===== src/hdl/gsd_pkg.sv =====
// ----------------------------------------------------------------------------
// gsd_pkg
// Shared types and constants for the gripper stall-detect controller.
// ----------------------------------------------------------------------------
package gsd_pkg;

  typedef enum logic [1:0] {
    MODE_IDLE    = 2'd0,
    MODE_OPENING = 2'd1,
    MODE_CLOSING = 2'd2
  } mode_t;

  typedef enum logic [2:0] {
    EV_NONE          = 3'd0,
    EV_OPEN_START    = 3'd1,
    EV_CLOSE_START   = 3'd2,
    EV_OPENED        = 3'd3,
    EV_OPEN_TIMEOUT  = 3'd4,
    EV_STALL_HOLD    = 3'd5,
    EV_CLOSED_REOPEN = 3'd6,
    EV_CLOSE_TIMEOUT = 3'd7
  } event_t;

  typedef enum logic [1:0] {
    OP_COMMAND  = 2'd0,
    OP_SAMPLE   = 2'd1,
    OP_TICK     = 2'd2,
    OP_RESERVED = 2'd3
  } op_t;

  // Item class handed from the front end to the sequencer
  typedef enum logic [2:0] {
    KIND_NONE      = 3'd0,
    KIND_OPEN_CMD  = 3'd1,
    KIND_CLOSE_CMD = 3'd2,
    KIND_OTHER_CMD = 3'd3,
    KIND_SAMPLE    = 3'd4,
    KIND_TICK      = 3'd5
  } kind_t;

  typedef enum logic [2:0] {
    REG_CLOSE_CURRENT      = 3'd0,
    REG_HOLD_CURRENT       = 3'd1,
    REG_OPEN_POSITION      = 3'd2,
    REG_CLOSE_POSITION     = 3'd3,
    REG_POSITION_TOLERANCE = 3'd4,
    REG_STALL_CURRENT      = 3'd5,
    REG_OPEN_TIMEOUT       = 3'd6,
    REG_CLOSE_TIMEOUT      = 3'd7
  } cfg_reg_t;

  localparam logic [7:0]  CMD_OPEN  = 8'h31;
  localparam logic [7:0]  CMD_CLOSE = 8'h32;

  localparam logic [10:0] STALL_CURRENT_MARGIN = 11'd10;
  localparam logic [15:0] TICK_MAX             = 16'hFFFF;
  localparam logic [1:0]  STALL_RUN_MAX        = 2'd3;

  localparam logic [10:0] RST_CLOSE_CURRENT      = 11'd111;
  localparam logic [10:0] RST_HOLD_CURRENT       = 11'd111;
  localparam logic [31:0] RST_OPEN_POSITION      = 32'd2800;
  localparam logic [31:0] RST_CLOSE_POSITION     = 32'd700;
  localparam logic [11:0] RST_POSITION_TOLERANCE = 12'd30;
  localparam logic [10:0] RST_STALL_CURRENT      = 11'd800;
  localparam logic [15:0] RST_OPEN_TIMEOUT       = 16'd3000;
  localparam logic [15:0] RST_CLOSE_TIMEOUT      = 16'd60000;

  typedef struct packed {
    logic [10:0] close_current;
    logic [10:0] hold_current;
    logic [31:0] open_position;
    logic [31:0] close_position;
    logic [11:0] position_tolerance;
    logic [10:0] stall_current_limit;
    logic [15:0] open_timeout_ms;
    logic [15:0] close_timeout_ms;
  } cfg_t;

  typedef struct packed {
    kind_t       kind;
    logic        stall;
    logic        near_open;
    logic        near_close;
    logic [31:0] position;
  } item_t;

  typedef struct packed {
    logic        write_valid;
    logic [10:0] goal_current;
    logic [31:0] goal_position;
    mode_t       mode_now;
    event_t      event_code;
  } result_t;

endpackage


===== src/hdl/gsd_fifo.sv =====
// ----------------------------------------------------------------------------
// gsd_fifo
// Small register queue with push/full and pop/empty sides.
// ----------------------------------------------------------------------------
module gsd_fifo #(
  parameter int WIDTH = 8,
  parameter int DEPTH = 2
) (
  input  logic             clk,
  input  logic             rst,
  input  logic             push,
  output logic             full,
  input  logic [WIDTH-1:0] din,
  input  logic             pop,
  output logic             empty,
  output logic [WIDTH-1:0] dout
);

  localparam int AW = (DEPTH > 1) ? $clog2(DEPTH) : 1;
  localparam int CW = $clog2(DEPTH + 1);

  logic [WIDTH-1:0] entries [DEPTH];
  logic [AW-1:0]    wr_ptr;
  logic [AW-1:0]    rd_ptr;
  logic [CW-1:0]    count;
  logic             do_push;
  logic             do_pop;

  assign full    = (count == CW'(DEPTH));
  assign empty   = (count == '0);
  assign do_push = push && !full;
  assign do_pop  = pop && !empty;
  assign dout    = entries[rd_ptr];

  always_ff @(posedge clk) begin
    if (do_push) begin
      entries[wr_ptr] <= din;
    end
  end

  always_ff @(posedge clk) begin
    if (rst) begin
      wr_ptr <= '0;
      rd_ptr <= '0;
      count  <= '0;
    end else begin
      if (do_push) begin
        wr_ptr <= (wr_ptr == AW'(DEPTH - 1)) ? '0 : wr_ptr + 1'b1;
      end
      if (do_pop) begin
        rd_ptr <= (rd_ptr == AW'(DEPTH - 1)) ? '0 : rd_ptr + 1'b1;
      end
      if (do_push && !do_pop) begin
        count <= count + 1'b1;
      end else if (do_pop && !do_push) begin
        count <= count - 1'b1;
      end
    end
  end

endmodule


===== src/hdl/gsd_front.sv =====
// ----------------------------------------------------------------------------
// gsd_front
// Classifies an incoming item: command decode, stall test, target proximity.
// ----------------------------------------------------------------------------
module gsd_front (
  input  logic               [1:0]  op,
  input  logic               [7:0]  command_byte,
  input  logic signed        [31:0] sample_position,
  input  logic signed        [31:0] sample_velocity,
  input  logic signed        [15:0] sample_current,
  input  gsd_pkg::cfg_t             cfg,
  output gsd_pkg::item_t            item
);
  import gsd_pkg::*;

  // |pos - target| < tol, evaluated at 33 bits so nothing wraps
  function automatic logic near_target(input logic [31:0] pos, input logic [31:0] target,
                                       input logic [11:0] tol);
    logic [32:0] diff;
    logic [32:0] span;
    diff = {pos[31], pos} - {target[31], target};
    span = diff[32] ? (~diff + 33'd1) : diff;
    return span < {21'd0, tol};
  endfunction

  logic [15:0] cur_mag;
  logic        vel_still;
  logic        margin_hit;
  logic        limit_hit;

  always_comb begin
    cur_mag   = sample_current[15] ? (~sample_current + 16'd1) : sample_current;
    vel_still = (sample_velocity > -32'sd3) && (sample_velocity < 32'sd3);
    limit_hit = cur_mag >= {5'd0, cfg.stall_current_limit};
    // a close current below the margin makes the threshold negative: always met
    if (cfg.close_current < STALL_CURRENT_MARGIN) begin
      margin_hit = 1'b1;
    end else begin
      margin_hit = cur_mag >= {5'd0, cfg.close_current - STALL_CURRENT_MARGIN};
    end

    item.stall      = limit_hit || (vel_still && margin_hit);
    item.near_open  = near_target(sample_position, cfg.open_position,
                                  cfg.position_tolerance);
    item.near_close = near_target(sample_position, cfg.close_position,
                                  cfg.position_tolerance);
    item.position   = sample_position;

    case (op_t'(op))
      OP_COMMAND: begin
        if (command_byte == CMD_OPEN) begin
          item.kind = KIND_OPEN_CMD;
        end else if (command_byte == CMD_CLOSE) begin
          item.kind = KIND_CLOSE_CMD;
        end else begin
          item.kind = KIND_OTHER_CMD;
        end
      end
      OP_SAMPLE: item.kind = KIND_SAMPLE;
      OP_TICK:   item.kind = KIND_TICK;
      default:   item.kind = KIND_NONE;
    endcase
  end

endmodule


===== src/hdl/gsd_back.sv =====
// ----------------------------------------------------------------------------
// gsd_back
// Gripper sequencer: open/close phases, stall run, tick timeouts.
// ----------------------------------------------------------------------------
module gsd_back (
  input  logic              clk,
  input  logic              rst,
  input  gsd_pkg::cfg_t     cfg,
  input  logic              item_empty,
  input  gsd_pkg::item_t    item,
  output logic              item_pop,
  input  logic              res_full,
  output logic              res_push,
  output gsd_pkg::result_t  res
);
  import gsd_pkg::*;

  mode_t       mode;
  mode_t       mode_next;
  logic [15:0] elapsed;
  logic [15:0] elapsed_next;
  logic [1:0]  stall_run;
  logic [1:0]  stall_run_next;
  logic [15:0] tick_count;
  logic [15:0] tick_limit;
  logic [1:0]  run_inc;
  logic        fire;

  assign fire     = !item_empty && !res_full;
  assign item_pop = fire;
  assign res_push = fire;

  always_ff @(posedge clk) begin
    if (rst) begin
      mode      <= MODE_IDLE;
      elapsed   <= '0;
      stall_run <= '0;
    end else if (fire) begin
      mode      <= mode_next;
      elapsed   <= elapsed_next;
      stall_run <= stall_run_next;
    end
  end

  always_comb begin
    mode_next      = mode;
    elapsed_next   = elapsed;
    stall_run_next = stall_run;
    res            = '0;
    res.event_code = EV_NONE;
    tick_count     = (elapsed == TICK_MAX) ? elapsed : elapsed + 16'd1;
    tick_limit     = (mode == MODE_OPENING) ? cfg.open_timeout_ms : cfg.close_timeout_ms;
    run_inc        = (stall_run == STALL_RUN_MAX) ? stall_run : stall_run + 2'd1;

    case (item.kind)
      KIND_OPEN_CMD: begin
        if (mode == MODE_IDLE || mode == MODE_CLOSING) begin
          mode_next         = MODE_OPENING;
          elapsed_next      = '0;
          res.write_valid   = 1'b1;
          res.goal_current  = cfg.hold_current;
          res.goal_position = cfg.open_position;
          res.event_code    = EV_OPEN_START;
        end
      end
      KIND_CLOSE_CMD: begin
        if (mode == MODE_IDLE) begin
          mode_next         = MODE_CLOSING;
          elapsed_next      = '0;
          stall_run_next    = '0;
          res.write_valid   = 1'b1;
          res.goal_current  = cfg.close_current;
          res.goal_position = cfg.close_position;
          res.event_code    = EV_CLOSE_START;
        end
      end
      KIND_SAMPLE: begin
        if (mode == MODE_OPENING) begin
          if (item.near_open) begin
            mode_next      = MODE_IDLE;
            res.event_code = EV_OPENED;
          end
        end else if (mode == MODE_CLOSING) begin
          stall_run_next = item.stall ? run_inc : 2'd0;
          // second stall in a row wins over the close target
          if (item.stall && run_inc > 2'd1) begin
            mode_next         = MODE_IDLE;
            res.write_valid   = 1'b1;
            res.goal_current  = cfg.hold_current;
            res.goal_position = item.position;
            res.event_code    = EV_STALL_HOLD;
          end else if (item.near_close) begin
            mode_next         = MODE_OPENING;
            elapsed_next      = '0;
            res.write_valid   = 1'b1;
            res.goal_current  = cfg.hold_current;
            res.goal_position = cfg.open_position;
            res.event_code    = EV_CLOSED_REOPEN;
          end
        end
      end
      KIND_TICK: begin
        if (mode != MODE_IDLE) begin
          elapsed_next = tick_count;
          if (tick_count >= tick_limit) begin
            mode_next      = MODE_IDLE;
            res.event_code = (mode == MODE_OPENING) ? EV_OPEN_TIMEOUT : EV_CLOSE_TIMEOUT;
          end
        end
      end
      default: begin
      end
    endcase

    res.mode_now = mode_next;
  end

endmodule


===== src/hdl/gripper_stall_detect_controller.sv =====
// Each item is registered in the item queue; the sequencer then registers its
// result in the result queue. Throughput: the sequencer takes one queued item
// per cycle while the result queue has room, and that queue lets pushes go on
// while a result waits for pop. Reset (rst, synchronous): both queues empty,
// mode idle, tick count and stall run zero, config registers back to defaults.
// ----------------------------------------------------------------------------
// gripper_stall_detect_controller
// Top level: configuration registers, classifier, item queue, sequencer and
// result queue.
// ----------------------------------------------------------------------------
module gripper_stall_detect_controller #(
  parameter int ITEM_DEPTH   = 4,
  parameter int RESULT_DEPTH = 2
) (
  input  logic               clk,
  input  logic               rst,
  input  logic               cfg_write,
  input  logic        [2:0]  cfg_index,
  input  logic        [31:0] cfg_data,
  input  logic               push,
  output logic               full,
  input  logic        [1:0]  op,
  input  logic        [7:0]  command_byte,
  input  logic signed [31:0] sample_position,
  input  logic signed [31:0] sample_velocity,
  input  logic signed [15:0] sample_current,
  output logic               empty,
  input  logic               pop,
  output logic               write_valid,
  output logic        [10:0] goal_current,
  output logic signed [31:0] goal_position,
  output logic        [1:0]  mode_now,
  output logic        [2:0]  event_code
);
  import gsd_pkg::*;

  cfg_t    cfg;
  item_t   front_item;
  item_t   head_item;
  logic    item_empty;
  logic    item_pop;
  logic    res_full;
  logic    res_push;
  result_t back_res;
  result_t out_res;

  always_ff @(posedge clk) begin
    if (rst) begin
      cfg.close_current       <= RST_CLOSE_CURRENT;
      cfg.hold_current        <= RST_HOLD_CURRENT;
      cfg.open_position       <= RST_OPEN_POSITION;
      cfg.close_position      <= RST_CLOSE_POSITION;
      cfg.position_tolerance  <= RST_POSITION_TOLERANCE;
      cfg.stall_current_limit <= RST_STALL_CURRENT;
      cfg.open_timeout_ms     <= RST_OPEN_TIMEOUT;
      cfg.close_timeout_ms    <= RST_CLOSE_TIMEOUT;
    end else if (cfg_write) begin
      case (cfg_reg_t'(cfg_index))
        REG_CLOSE_CURRENT:      cfg.close_current       <= cfg_data[10:0];
        REG_HOLD_CURRENT:       cfg.hold_current        <= cfg_data[10:0];
        REG_OPEN_POSITION:      cfg.open_position       <= cfg_data;
        REG_CLOSE_POSITION:     cfg.close_position      <= cfg_data;
        REG_POSITION_TOLERANCE: cfg.position_tolerance  <= cfg_data[11:0];
        REG_STALL_CURRENT:      cfg.stall_current_limit <= cfg_data[10:0];
        REG_OPEN_TIMEOUT:       cfg.open_timeout_ms     <= cfg_data[15:0];
        REG_CLOSE_TIMEOUT:      cfg.close_timeout_ms    <= cfg_data[15:0];
        default: begin
        end
      endcase
    end
  end

  gsd_front u_front (
    .op              (op),
    .command_byte    (command_byte),
    .sample_position (sample_position),
    .sample_velocity (sample_velocity),
    .sample_current  (sample_current),
    .cfg             (cfg),
    .item            (front_item)
  );

  gsd_fifo #(
    .WIDTH ($bits(item_t)),
    .DEPTH (ITEM_DEPTH)
  ) u_item_q (
    .clk   (clk),
    .rst   (rst),
    .push  (push),
    .full  (full),
    .din   (front_item),
    .pop   (item_pop),
    .empty (item_empty),
    .dout  (head_item)
  );

  gsd_back u_back (
    .clk        (clk),
    .rst        (rst),
    .cfg        (cfg),
    .item_empty (item_empty),
    .item       (head_item),
    .item_pop   (item_pop),
    .res_full   (res_full),
    .res_push   (res_push),
    .res        (back_res)
  );

  gsd_fifo #(
    .WIDTH ($bits(result_t)),
    .DEPTH (RESULT_DEPTH)
  ) u_result_q (
    .clk   (clk),
    .rst   (rst),
    .push  (res_push),
    .full  (res_full),
    .din   (back_res),
    .pop   (pop),
    .empty (empty),
    .dout  (out_res)
  );

  assign write_valid   = out_res.write_valid;
  assign goal_current  = out_res.goal_current;
  assign goal_position = out_res.goal_position;
  assign mode_now      = out_res.mode_now;
  assign event_code    = out_res.event_code;

endmodule


===== config.mk =====
export PLATFORM = sky130hd
export DESIGN_NAME = gripper_stall_detect_controller
export DESIGN_NICKNAME = d
export VERILOG_FILES = /design/src/hdl/gsd_pkg.sv /design/src/hdl/gsd_fifo.sv /design/src/hdl/gsd_front.sv /design/src/hdl/gsd_back.sv /design/src/hdl/gripper_stall_detect_controller.sv
export SDC_FILE = /design/constraint.sdc
export NUM_CORES = 1
export LEC_CHECK = 0
export BUFFER_PORTS_ARGS = -buffer_cell sky130_fd_sc_hd__buf_4
export CORE_AREA = 5 5 223 225
export CTS_CLUSTER_DIAMETER = 50
export CTS_CLUSTER_SIZE = 30
export DETAILED_ROUTE_END_ITERATION = 16
export DIE_AREA = 0 0 228 230
export GPL_ROUTABILITY_DRIVEN = 1
export PLACE_DENSITY = 0.77
export SLEW_MARGIN = 20
export SYNTH_ARGS = -nofsm -noshare
export SYNTH_HDL_FRONTEND = slang
export SYNTH_HIERARCHICAL = 1
export SYNTH_SLANG_ARGS = --single-unit

===== constraint.sdc =====
create_clock -name clk -period 4.7 [get_ports clk]
set_clock_uncertainty 0.15 [all_clocks]
set_input_delay 0 -clock clk [delete_from_list [all_inputs] [get_ports clk]]
set_output_delay 0 -clock clk [all_outputs]
set_load 0.01 [all_outputs]

======== After elaboration in Yosys (flattened, before gate mapping) ========
Memory sizes are Yosys's and may differ from the RTL's. A register that Yosys moved wholly into a read port is not among the register bits.
Index checks and enable logic that the tools add are counted.
word-level totals
  bits in registers ....................... 172
  RAM bits ................................ 250
  input bits .............................. 130
  output and inout bits ................... 51
  word-level logic and storage cells ...... 186
  memories kept ........................... 2
memories
  name                words  bits a word  rd ports  clocked after memory_dff  wr ports  line            RTL
  u_item_q.entries    4      38           1         1                         1         gsd_fifo.sv:22  logic [WIDTH-1:0] entries [DEPTH];
  u_result_q.entries  2      49           1         1                         1         gsd_fifo.sv:22
cells by class
  add/subtract/negate cells ............... 16
  $lt $le $gt $ge ......................... 9
  eq/ne operators ......................... 30
  mux-type cells .......................... 67
  bitwise operators ....................... 3
  reductions and logical operators ........ 42
operator list
  kind                   number
  $mux 44                6
  $mux 16                10
  $pmux 44 s3            1
  $add 33x1->33 const B  2
  $lt 33x12->1           2
  $mux 33                2
  $not 33->33            2
  $sub 32x32->33         2
  $pmux 16 s4            1
  $mux 2                 23
  $add 16x1->16 const B  2
  $ge 16x11->1           2
  $gt 32x3->1 const B    1
  $lt 32x3->1 const B    1
  $mux 3                 9
  $eq 3x3->1 const B     7
  $eq 16x16->1 const B   1
  $eq 8x6->1 const B     2
  $ge 16x16->1           1
  $not 16->16            1
  $reduce_and 2->1       8
  $eq 2x2->1 const B     6
  $logic_and 1x1->1      12
  $pmux 3 s4             1
  25 further kinds       62

======== Depth between registers and ports, before layout ========
Gate-level depths: netlist of the first run.
  depth in word-level cells ............... 8
  depth in mapped cells ................... 25
  mapped depth without buffers ............ 24

======== Hierarchy ========
Netlist of the first run, hierarchy kept.
modules (own cells, without submodules)
  module                           times used  cells each  area each (µm²)  seq. area each (µm²)
  gsd_front                        1           1210        8065.2           0.0
  gsd_fifo at u_item_q             1           248         5973.2           4744.6
  gripper_stall_detect_controller  1           520         5575.3           2822.7
  gsd_fifo at u_result_q           1           177         3746.1           3042.9
  gsd_back                         1           360         2849.0           400.4

======== Worst setup path after synthesis of the first run ========
Ideal clock, no wire load.
  kind .................................... reg2reg
  start point ............................. reg cfg[87] (netlist name)
  end point ............................... mem u_item_q/entries[0][33] in the netlist's numbering (data pin)
  library setup time ...................... 147 ps
  data arrival time ....................... 4592 ps
  required time ........................... 4403 ps
  slack ................................... -189 ps
  stages on the path, launching flop included .. 25
  path buffers ............................ 2
  clock period less this slack ............ 4889 ps
  cells stage by stage .................... dfxtp_1 > ha_1 > fa_1 > nor2b_1 > o31ai_1 > a21o_2 > o211a_1 > o41a_1 > a21oi_1 > buf_6 > clkbuf_1 > nor2_1 > xnor2_1 > ha_1 > o21a_1 > o21ai_0 > a21oi_1 > nor4_1 > o31a_1 > o21ai_0 > a31oi_1 > and3_1 > nand3_1 > nor4_2 > and3_1
RTL lines
  what       line
  to (decl)  gsd_fifo.sv:22

==> flow_summary.html, run 1 <==
<table>
<tr><th>Metric</th><th>Value</th></tr>
<tr><th colspan="2">Yosys</th></tr>
<tr><td>Dominant cell by count in the synthesized netlist</td><td>sky130_fd_sc_hd__edfxtp_1</td></tr>
<tr><td>Number of nets in the synthesized netlist</td><td>approximately 2,800</td></tr>
<tr><td>Most numerous cell types in the synthesized netlist</td><td>sky130_fd_sc_hd__edfxtp_1 (250), sky130_fd_sc_hd__dfxtp_1 (175), sky130_fd_sc_hd__mux2i_1 (169), sky130_fd_sc_hd__nor2_1 (167), sky130_fd_sc_hd__nand2b_1 (159)</td></tr>
<tr><td>Cell accounting for the most synthesized area</td><td>sky130_fd_sc_hd__edfxtp_1</td></tr>
<tr><td>Number of distinct library cells after synthesis</td><td>113</td></tr>
<tr><td>Seq cells post-synth</td><td>425</td></tr>
<tr><td>Synth warnings</td><td>6</td></tr>
<tr><td>Share of the synthesized area in the top cell type</td><td>between 20 and 30%</td></tr>
<tr><td>Area contributors post-synth</td><td>sky130_fd_sc_hd__edfxtp_1 (29%), sky130_fd_sc_hd__dfxtp_1 (13%), sky130_fd_sc_hd__ha_1 (6.5%), sky130_fd_sc_hd__mux2i_1 (6.5%), sky130_fd_sc_hd__nand2b_1 (3.8%)</td></tr>
<tr><td>Post-synth EDFFs</td><td>250</td></tr>
<tr><td>Sequential area share after synthesis</td><td>42.01%</td></tr>
<tr><td>Top FF cell, synth</td><td>sky130_fd_sc_hd__edfxtp_1</td></tr>
<tr><td>Number of instances in the synthesized netlist</td><td>2,515</td></tr>
<tr><td>Average size of a mapped cell</td><td>10.42 um^2</td></tr>
<tr><td>Fraction of synthesis flops using an asynchronous set or reset pin</td><td>0%</td></tr>
<tr><td>Post-synthesis instance area</td><td>0.02621 mm^2</td></tr>
<tr><th colspan="2">Routing</th></tr>
<tr><td>Total wire length after detailed routing</td><td>78,480 um</td></tr>
<tr><td>Routed WL per cell</td><td>21.83 um</td></tr>
<tr><td>Ratio of routed vias to standard cells</td><td>6.134</td></tr>
<tr><td>DRC violations left</td><td>0</td></tr>
<tr><td>Detail Route Antenna Nets</td><td>0</td></tr>
<tr><td>Total iterations of the first detailed-routing run</td><td>6</td></tr>
<tr><td>DRC marker count from the first detailed-route iteration</td><td>a little under 2,000</td></tr>
<tr><td>Vias</td><td>22,053</td></tr>
<tr><th colspan="2">Setup path</th></tr>
<tr><td>Data arrival, critical path</td><td>4.94 ns</td></tr>
<tr><td>Register-to-register path setup slack</td><td>-0.03 ns</td></tr>
<tr><td>Critical Path Start Type</td><td>register</td></tr>
<tr><td>CP required</td><td>4.92 ns</td></tr>
<tr><td>CP max FO</td><td>4</td></tr>
<tr><td>Category of the critical setup timing path</td><td>register to register</td></tr>
<tr><td>FF-to-FF path depth</td><td>24</td></tr>
<tr><td>Origin of the critical flop-to-flop path</td><td>cfg[55]</td></tr>
<tr><td>Reg-to-reg critical path endpoint</td><td>u_item_q/entries[1][32]</td></tr>
<tr><td>Endpoint class of the critical path</td><td>register</td></tr>
<tr><th colspan="2">Layout</th></tr>
<tr><td>Post-Layout Cell Count</td><td>~3,600</td></tr>
<tr><td>Area overhead of the layout relative to synthesis</td><td>22.88%</td></tr>
<tr><td>Proportion of layout cells with a drive suffix above 1</td><td>25.23%</td></tr>
<tr><td>Number of nets in the layout</td><td>3,218</td></tr>
<tr><td>Final core utilization</td><td>between 60% and 70%</td></tr>
<tr><td>Seq. cell area</td><td>0.01103 mm^2</td></tr>
<tr><td>Area of the multi-input gates</td><td>between 0.01 and 0.015 mm^2</td></tr>
<tr><td>Post-layout instance area</td><td>0.03220 mm^2</td></tr>
<tr><td>Fillers</td><td>3,488</td></tr>
<tr><td>Number of antenna diodes</td><td>0</td></tr>
<tr><th colspan="2">Die</th></tr>
<tr><td>Die Wd</td><td>228 um</td></tr>
<tr><td>Row count</td><td>80</td></tr>
<tr><td>Starting density of the core</td><td>55.36%</td></tr>
<tr><td>DIE AREA</td><td>roughly 0.052 mm^2</td></tr>
<tr><td>Top-level I/O count</td><td>181</td></tr>
<tr><td>Core area</td><td>0.04735 mm^2</td></tr>
<tr><td>Height of the die</td><td>230 um</td></tr>
<tr><th colspan="2">Global routing</th></tr>
<tr><td>Overall overflow remaining after global route</td><td>0</td></tr>
<tr><td>Maximum number of pins on one net before global-route repair</td><td>83</td></tr>
<tr><td>Initial antenna violation count</td><td>0</td></tr>
<tr><td>Number of global-route vias before repair</td><td>about 22,000</td></tr>
<tr><td>Global-route usage over all layers</td><td>28.71%</td></tr>
<tr><td>Wire length of the first global-routing pass</td><td>~120,000 um</td></tr>
<tr><th colspan="2">Status</th></tr>
<tr><td>Failing checks</td><td>negative setup slack</td></tr>
<tr><td>Run status</td><td>finished with violations</td></tr>
<tr><th colspan="2">Clock tree</th></tr>
<tr><td>Clock Tree Buf Depth</td><td>3</td></tr>
<tr><td>Count of H-tree levels built during CTS</td><td>2</td></tr>
<tr><td>Root Driver</td><td>sky130_fd_sc_hd__clkbuf_16</td></tr>
<tr><td>Clk Latency, worst-skew pair</td><td>0.58 ns</td></tr>
<tr><td>Clock buffers created by TritonCTS</td><td>a little over 40</td></tr>
<tr><td>CTS tree</td><td>done</td></tr>
<tr><td>CTS sink count</td><td>~430</td></tr>
<tr><td>Clock transition at the registers of the reported paths</td><td>~0.080 ns</td></tr>
<tr><th colspan="2">Pwr</th></tr>
<tr><td>Share of power burned in combinational logic</td><td>34.6%</td></tr>
<tr><td>Max VDD drop</td><td>316.7 uV</td></tr>
<tr><td>Part of the total power dissipated in the clock network</td><td>between 20% and 30%</td></tr>
<tr><td>Total power divided by cell area</td><td>~390 mW/mm^2</td></tr>
<tr><td>Portion of total power attributed to sequential cells</td><td>38.1%</td></tr>
<tr><td>Switching Fraction</td><td>34.38%</td></tr>
<tr><td>Cell leakage power</td><td>13.18 nW</td></tr>
<tr><td>Internal</td><td>8.260 mW</td></tr>
<tr><td>Switch Pwr</td><td>4.328 mW</td></tr>
<tr><th colspan="2">Timing</th></tr>
<tr><td>Ratio of final minimum period to clock period</td><td>100.6%</td></tr>
<tr><td>Time the final worst path needs with I/O delays and setup</td><td>4.727 ns</td></tr>
<tr><td>Worst slack on hold paths</td><td>0.08742 ns</td></tr>
<tr><td>Max frequency</td><td>between 200 and 250 MHz</td></tr>
<tr><td>Transition time at the pin with the least slew margin</td><td>0.8884 ns</td></tr>
<tr><td>Worst-case setup margin in the final layout</td><td>-0.02670 ns</td></tr>
<tr><td>Normalized max-slew margin</td><td>40.46%</td></tr>
<tr><td>Final setup violating endpoints</td><td>8</td></tr>
<tr><td>Setup repair after global routing missed its margin</td><td>true</td></tr>
<tr><td>Final number of hold-violating endpoints</td><td>0</td></tr>
<tr><td>Pins over their slew limit</td><td>0</td></tr>
<tr><th colspan="2">Worst hold path</th></tr>
<tr><td>End point of the worst hold path</td><td>u_item_q/entries[3][18]</td></tr>
<tr><td>Hold Crit Depth</td><td>2</td></tr>
<tr><td>Startpoint of the most critical hold path</td><td>sample_position[18]</td></tr>
<tr><td>Worst min path class</td><td>input pin to register</td></tr>
<tr><th colspan="2">Placed design</th></tr>
<tr><td>Placement-stage cell area</td><td>0.02943 mm^2</td></tr>
<tr><td>IO Port Bufs</td><td>180</td></tr>
<tr><td>Final RePlAce weighted congestion</td><td>0.9964</td></tr>
<tr><td>Placement Setup Slack</td><td>-0.4199 ns</td></tr>
<tr><td>Placed insts</td><td>3,417</td></tr>
<tr><td>HPWL after DPL</td><td>approximately 58,000 um</td></tr>
<tr><th colspan="2">Flow run</th></tr>
<tr><td>Number of maximum-capacitance constraint violations</td><td>0</td></tr>
</table>
-- worst max-delay path by stage --
stage	from	endpoint	slack [ns]	depth (start not counted)
floorplan	cfg[87]	u_item_q/entries[0][33]	0.02	24
global placement	cfg[87]	u_item_q/entries[0][33]	-0.33	23
detailed placement	cfg[87]	u_item_q/entries[3][33]	-0.42	23
CTS	cfg[87]	u_item_q/entries[1][33]	-0.02	23
global route	cfg[63]	u_item_q/entries[1][32]	-0.24	24
finish	cfg[55]	u_item_q/entries[1][32]	-0.03	24
-- metal layers --
metal | track usage (%) | vias up | wire length [um]
met5 | 0 | - | 0
met4 | 9.397 | 0 | 2553
met3 | 3.676 | 160 | 5107
met2 | 48.84 | 846 | 37790
met1 | 38.42 | 10838 | 33030
li1 | - | 10209 | -
-- layout make-up --
class | count | share of cell area [%]
flip-flops and latches | 425 | 34.24
clock buffers | 44 | 3.287
repair buffers | 542 | 13.40
well taps | 615 | 2.389
inverters | 120 | 1.414
clock inverters | 31 | 1.173
multi-input cells | 1818 | 44.09
-- cells by family (layout without fill, tap and decap cells) --
group	count (synthesis)	after routing	share of synthesized area, %
fa+ha+maj	140	140	6.769
flops	425	425	42.01
xor+xnor	93	93	3.108
simple gates	786	786	16.63
buf+inv	272	737	5.165
mux	263	263	12.13
compound gates	536	536	14.19
-- worst max-delay path: stages, from the launching register on --
cell	delay [ns]
sky130_fd_sc_hd__dfxtp_2	0.34
sky130_fd_sc_hd__ha_4	0.16
sky130_fd_sc_hd__fa_2	0.37
sky130_fd_sc_hd__nor2b_4	0.16
sky130_fd_sc_hd__o21ai_2	0.09
sky130_fd_sc_hd__a21o_1	0.21
sky130_fd_sc_hd__a211oi_4	0.27
sky130_fd_sc_hd__o21ai_2	0.12
sky130_fd_sc_hd__nand2_4	0.10
sky130_fd_sc_hd__nor2_1	0.05
sky130_fd_sc_hd__a21oi_1	0.13
sky130_fd_sc_hd__ha_1	0.25
sky130_fd_sc_hd__a21boi_1	0.13
sky130_fd_sc_hd__o21ai_1	0.13
sky130_fd_sc_hd__nand2b_1	0.08
sky130_fd_sc_hd__a21oi_2	0.11
sky130_fd_sc_hd__nor2b_1	0.06
sky130_fd_sc_hd__o211ai_1	0.20
sky130_fd_sc_hd__a21oi_1	0.10
sky130_fd_sc_hd__a211oi_1	0.23
sky130_fd_sc_hd__buf_4	0.16
sky130_fd_sc_hd__o211ai_1	0.08
sky130_fd_sc_hd__a311oi_1	0.30
sky130_fd_sc_hd__nand4b_1	0.20
sky130_fd_sc_hd__nor4b_4	0.36
-- registers in the layout, summed over array words and instances (netlist names), named ones only --
| register | count |
|---|---|
| u_result_q/count | 2 |
| u_result_q/entries | 98 |
| u_item_q/wr_ptr | 2 |
| u_item_q/entries | 152 |
| u_back/elapsed | 16 |
| cfg | 141 |
| u_result_q/wr_ptr | 1 |
| u_item_q/count | 3 |
| u_result_q/rd_ptr | 1 |
| u_item_q/rd_ptr | 2 |
| u_back/stall_run | 2 |
| u_back/mode | 2 |
-- per-stage QoR --
stage	total power, mW	TNS [ns]
after floorplan	7.514	0
after detailed placement	9.030	-3.306
final	12.59	-0.1481
after global routing	13.15	-1.663
after CTS	12.55	-0.08714
after global placement	8.903	-2.113
-- power by group through the flow --
stage | logic, mW | registers, mW | clock network (mW)
3_3_place_gp | 4.07 | 4.83 | 0
3_5_place_dp | 4.16 | 4.87 | 0
2_1_floorplan | 2.72 | 4.79 | 0
4_1_cts | 4.28 | 4.79 | 3.48
6_report | 4.35 | 4.79 | 3.44
5_1_grt | 4.66 | 4.84 | 3.66
-- layout by cell type, fill, tap and decap left out, types with 9 or more instances in the layout --
cell                              n
sky130_fd_sc_hd__nor2b_1         22
sky130_fd_sc_hd__o211ai_1        11
sky130_fd_sc_hd__dlygate4sd3_1   91
sky130_fd_sc_hd__mux2_2          56
sky130_fd_sc_hd__a21o_1          60
sky130_fd_sc_hd__o21a_1          21
sky130_fd_sc_hd__and2_1          16
sky130_fd_sc_hd__clkbuf_16       42
sky130_fd_sc_hd__o31ai_1         14
sky130_fd_sc_hd__buf_4          449
sky130_fd_sc_hd__o21ai_1         10
sky130_fd_sc_hd__edfxtp_1       250
sky130_fd_sc_hd__or2_2           15
sky130_fd_sc_hd__inv_1          117
sky130_fd_sc_hd__o21ai_0         81
sky130_fd_sc_hd__a21oi_1        112
sky130_fd_sc_hd__nor3_1          38
sky130_fd_sc_hd__nand2b_1       159
sky130_fd_sc_hd__a211oi_1        18
sky130_fd_sc_hd__mux2i_1        169
sky130_fd_sc_hd__xor2_1          30
sky130_fd_sc_hd__mux4_2          38
sky130_fd_sc_hd__or3_1           19
sky130_fd_sc_hd__nand4_1         43
sky130_fd_sc_hd__and3_1          19
sky130_fd_sc_hd__dfxtp_2         13
sky130_fd_sc_hd__and4_1          13
sky130_fd_sc_hd__nand3_1         49
sky130_fd_sc_hd__nand2_1        113
sky130_fd_sc_hd__ha_1           130
sky130_fd_sc_hd__nor4_1          24
sky130_fd_sc_hd__xnor2_1         62
sky130_fd_sc_hd__nor2_1         167
sky130_fd_sc_hd__a22o_1          53
sky130_fd_sc_hd__clkinv_8         9
sky130_fd_sc_hd__dfxtp_1        162
sky130_fd_sc_hd__a31oi_1         20
-- what timing repair did --
action,4_1_cts,5_1_grt
hold buffers,91,0
setup buffers,6,6
endpoints found under the setup margin,8,8
endpoints found under the hold margin,296,0
pin swaps,25,24
gates resized for setup,27,55
Note: power is estimated with default switching activity, not from simulation.
==> run 2, diff against run 1 <==
- RECOVER_POWER: default -> 50
- SLEW_MARGIN: 20 -> 10
==> flow_summary.html, run 2 (synthesis results as in run 1) <==
<table>
<tr><th>Metric</th><th>Value</th></tr>
<tr><th colspan="2">Timing</th></tr>
<tr><td>Ratio of final minimum period to clock period</td><td>100.2%</td></tr>
<tr><td>Worst-case setup margin in the final layout</td><td>-0.008759 ns</td></tr>
<tr><td>Pins over their slew limit</td><td>0</td></tr>
<tr><td>Final setup violating endpoints</td><td>8</td></tr>
<tr><td>Transition time at the pin with the least slew margin</td><td>between 0.9 and 1 ns</td></tr>
<tr><td>Normalized max-slew margin</td><td>38.57%</td></tr>
<tr><td>Time the final worst path needs with I/O delays and setup</td><td>4.709 ns</td></tr>
<tr><td>Worst slack on hold paths</td><td>0.09075 ns</td></tr>
<tr><td>Final number of hold-violating endpoints</td><td>0</td></tr>
<tr><td>Setup repair after global routing missed its margin</td><td>true</td></tr>
<tr><td>Max frequency</td><td>212.4 MHz</td></tr>
<tr><td>Total Neg Setup Slack</td><td>-0.05847 ns</td></tr>
<tr><th colspan="2">Pwr</th></tr>
<tr><td>Tot Pwr</td><td>12.58 mW</td></tr>
<tr><td>Switching Fraction</td><td>34.39%</td></tr>
<tr><td>Total power divided by cell area</td><td>between 300 and 400 mW/mm^2</td></tr>
<tr><td>Cell leakage power</td><td>around 13 nW</td></tr>
<tr><td>Part of the total power dissipated in the clock network</td><td>27.4%</td></tr>
<tr><td>Switch Pwr</td><td>4.328 mW</td></tr>
<tr><td>Share of power burned in combinational logic</td><td>34.6%</td></tr>
<tr><td>Internal</td><td>around 8.3 mW</td></tr>
<tr><td>Portion of total power attributed to sequential cells</td><td>38.1%</td></tr>
<tr><td>Max VDD drop</td><td>approximately 320 uV</td></tr>
<tr><th colspan="2">Setup path</th></tr>
<tr><td>Critical Path Start Type</td><td>register</td></tr>
<tr><td>CP required</td><td>4.92 ns</td></tr>
<tr><td>CP max FO</td><td>4</td></tr>
<tr><td>Crit-path max cell delay</td><td>0.37 ns</td></tr>
<tr><td>Buffer and inverter count on the worst path</td><td>1</td></tr>
<tr><td>Category of the critical setup timing path</td><td>register to register</td></tr>
<tr><td>Endpoint class of the critical path</td><td>register</td></tr>
<tr><td>Data arrival, critical path</td><td>4.93 ns</td></tr>
<tr><td>Slowest cell on crit path</td><td>sky130_fd_sc_hd__fa_2</td></tr>
<tr><td>Category of cells accounting for the largest share of critical-path delay</td><td>compound AO/OA/AOI/OAI gates</td></tr>
<tr><td>Cell Chain, Critical Path</td><td>ha_4 -&gt; fa_2 -&gt; nor2b_4 -&gt; o21ai_2 -&gt; a21o_1 -&gt; a211oi_4 -&gt; o21ai_2 -&gt; nand2_4 -&gt; nor2_1 -&gt; a21oi_1 -&gt; ha_1 -&gt; a21boi_1 -&gt; o21ai_1 -&gt; nand2b_1 -&gt; a21oi_2 -&gt; nor2b_1 -&gt; o211ai_1 -&gt; a21oi_1 -&gt; a211oi_1 -&gt; buf_4 -&gt; o211ai_1 -&gt; a311oi_1 -&gt; nand4b_1 -&gt; nor4b_4</td></tr>
<tr><th colspan="2">Global routing</th></tr>
<tr><td>Initial antenna violation count</td><td>0</td></tr>
<tr><td>Number of global-route vias before repair</td><td>22,096</td></tr>
<tr><td>Overall overflow remaining after global route</td><td>0</td></tr>
<tr><td>Global-route usage over all layers</td><td>28.71%</td></tr>
<tr><td>Maximum number of pins on one net before global-route repair</td><td>83</td></tr>
<tr><td>Wire length of the first global-routing pass</td><td>120,900 um</td></tr>
<tr><th colspan="2">Clock tree</th></tr>
<tr><td>Root Driver</td><td>sky130_fd_sc_hd__clkbuf_16</td></tr>
<tr><td>Clock transition at the registers of the reported paths</td><td>0.08 ns</td></tr>
<tr><td>Clock Tree Buf Depth</td><td>3</td></tr>
<tr><td>CTS tree</td><td>done</td></tr>
<tr><td>Count of H-tree levels built during CTS</td><td>2</td></tr>
<tr><td>Clk Latency, worst-skew pair</td><td>0.58 ns</td></tr>
<tr><td>CTS sink count</td><td>~430</td></tr>
<tr><td>Clock buffers created by TritonCTS</td><td>41</td></tr>
<tr><th colspan="2">Layout</th></tr>
<tr><td>Final core utilization</td><td>67.93%</td></tr>
<tr><td>Commonest cells after routing, fill and taps aside</td><td>sky130_fd_sc_hd__buf_4 (438), sky130_fd_sc_hd__edfxtp_1 (250), sky130_fd_sc_hd__mux2i_1 (169)</td></tr>
<tr><td>Regs by FF count</td><td>u_item_q/entries x152, cfg x141, u_result_q/entries x98</td></tr>
<tr><td>Post-layout instance area</td><td>roughly 0.032 mm^2</td></tr>
<tr><td>Max reg flops</td><td>152</td></tr>
<tr><td>Proportion of layout cells with a drive suffix above 1</td><td>24.87%</td></tr>
<tr><td>Area overhead of the layout relative to synthesis</td><td>22.72%</td></tr>
<tr><td>Number of antenna diodes</td><td>0</td></tr>
<tr><td>Register name with the most flops</td><td>u_item_q/entries</td></tr>
<tr><td>Commonest non-fill, non-tap cell in the layout</td><td>sky130_fd_sc_hd__buf_4</td></tr>
<tr><td>Post-Layout Cell Count</td><td>between 3,000 and 4,000</td></tr>
<tr><td>Number of nets in the layout</td><td>3,218</td></tr>
<tr><th colspan="2">Placed design</th></tr>
<tr><td>Final RePlAce weighted congestion</td><td>0.9964</td></tr>
<tr><td>HPWL after DPL</td><td>57,870 um</td></tr>
<tr><td>IO Port Bufs</td><td>180</td></tr>
<tr><td>Placement Setup Slack</td><td>-0.4199 ns</td></tr>
<tr><td>Placed insts</td><td>3,417</td></tr>
<tr><td>Placement-stage cell area</td><td>0.02943 mm^2</td></tr>
<tr><th colspan="2">Status</th></tr>
<tr><td>Failing checks</td><td>negative setup slack</td></tr>
<tr><td>Run status</td><td>finished with violations</td></tr>
<tr><th colspan="2">Routing</th></tr>
<tr><td>Detail Route Antenna Nets</td><td>0</td></tr>
<tr><td>DRC violations left</td><td>0</td></tr>
<tr><td>Routed WL per cell</td><td>~22 um</td></tr>
<tr><td>Total wire length after detailed routing</td><td>78,420 um</td></tr>
<tr><td>Ratio of routed vias to standard cells</td><td>6.137</td></tr>
<tr><td>Vias</td><td>22,061</td></tr>
<tr><td>DRC marker count from the first detailed-route iteration</td><td>1,984</td></tr>
<tr><td>Total iterations of the first detailed-routing run</td><td>7</td></tr>
<tr><th colspan="2">Worst hold path</th></tr>
<tr><td>Worst min path class</td><td>input pin to register</td></tr>
<tr><th colspan="2">Die</th></tr>
<tr><td>Starting density of the core</td><td>55.36%</td></tr>
<tr><td>DIE AREA</td><td>0.05244 mm^2</td></tr>
<tr><td>Top-level I/O count</td><td>around 180</td></tr>
<tr><td>Height of the die</td><td>230 um</td></tr>
<tr><td>Die Wd</td><td>228 um</td></tr>
<tr><td>Row count</td><td>80</td></tr>
<tr><td>Core area</td><td>0.04735 mm^2</td></tr>
<tr><th colspan="2">Flow run</th></tr>
<tr><td>Number of maximum-capacitance constraint violations</td><td>0</td></tr>
</table>
-- run 2: worst reg2reg max path, stage by stage (launching register included) --
cell,delay [ns]
sky130_fd_sc_hd__dfxtp_2,0.34
sky130_fd_sc_hd__ha_4,0.16
sky130_fd_sc_hd__fa_2,0.37
sky130_fd_sc_hd__nor2b_4,0.16
sky130_fd_sc_hd__o21ai_2,0.09
sky130_fd_sc_hd__a21o_1,0.21
sky130_fd_sc_hd__a211oi_4,0.27
sky130_fd_sc_hd__o21ai_2,0.12
sky130_fd_sc_hd__nand2_4,0.10
sky130_fd_sc_hd__nor2_1,0.05
sky130_fd_sc_hd__a21oi_1,0.13
sky130_fd_sc_hd__ha_1,0.25
sky130_fd_sc_hd__a21boi_1,0.13
sky130_fd_sc_hd__o21ai_1,0.13
sky130_fd_sc_hd__nand2b_1,0.08
sky130_fd_sc_hd__a21oi_2,0.11
sky130_fd_sc_hd__nor2b_1,0.06
sky130_fd_sc_hd__o211ai_1,0.20
sky130_fd_sc_hd__a21oi_1,0.10
sky130_fd_sc_hd__a211oi_1,0.23
sky130_fd_sc_hd__buf_4,0.16
sky130_fd_sc_hd__o211ai_1,0.09
sky130_fd_sc_hd__a311oi_1,0.30
sky130_fd_sc_hd__nand4b_1,0.20
sky130_fd_sc_hd__nor4b_4,0.36
-- run 2: worst paths after layout --
kind              depth (start not counted)           startpoint                      end  slack, ns
hold reg to reg                           2             cfg[127]                 cfg[127]       0.33
hold / removal                            2  sample_position[16]  u_item_q/entries[2][16]       0.09
setup reg to reg                         24              cfg[55]  u_item_q/entries[1][32]     -0.009
setup / recovery                         24              cfg[55]  u_item_q/entries[1][32]     -0.009
-- run 2: area by class of cell --
| cell class | count | area (um^2) |
|---|---|---|
| Sequential cell | 425 | 11030 |
| Clock buffer | 44 | 1059 |
| Multi-Input combinational cell | 1818 | 14200 |
| Fill cell | 3496 | 15180 |
| Timing Repair Buffer | 542 | 4275 |
| Clock inverter | 31 | 377.9 |
| Tap cell | 615 | 769.5 |
| Inverter | 120 | 455.4 |
-- run 2: routing by layer --
metal  wire length [um]  track usage, %  vias up  share of wire (%)
met5                  0               0        -                  0
met4               2620           9.397        0                3.3
met3               4729           3.676      163                6.0
met2              37750           48.84      854                 48
met1              33320           38.42    10841                 42
li1                   -               -    10203                  -
-- run 2: power by group through the flow --
stage          registers [mW]  logic, mW  clock network, mW
3_5_place_dp             4.87       4.16                  0
5_1_grt                  4.84       4.65               3.66
3_3_place_gp             4.83       4.07                  0
2_1_floorplan            4.79       2.72                  0
6_report                 4.79       4.35               3.44
4_1_cts                  4.79       4.28               3.48
-- run 2: what timing repair did --
action,4_1_cts,5_1_grt
hold buffers,91,0
endpoints found under the hold margin,296,0
buffers inserted,6,6
pin swaps,25,24
setup endpoints to repair,8,8
resized for setup,27,55
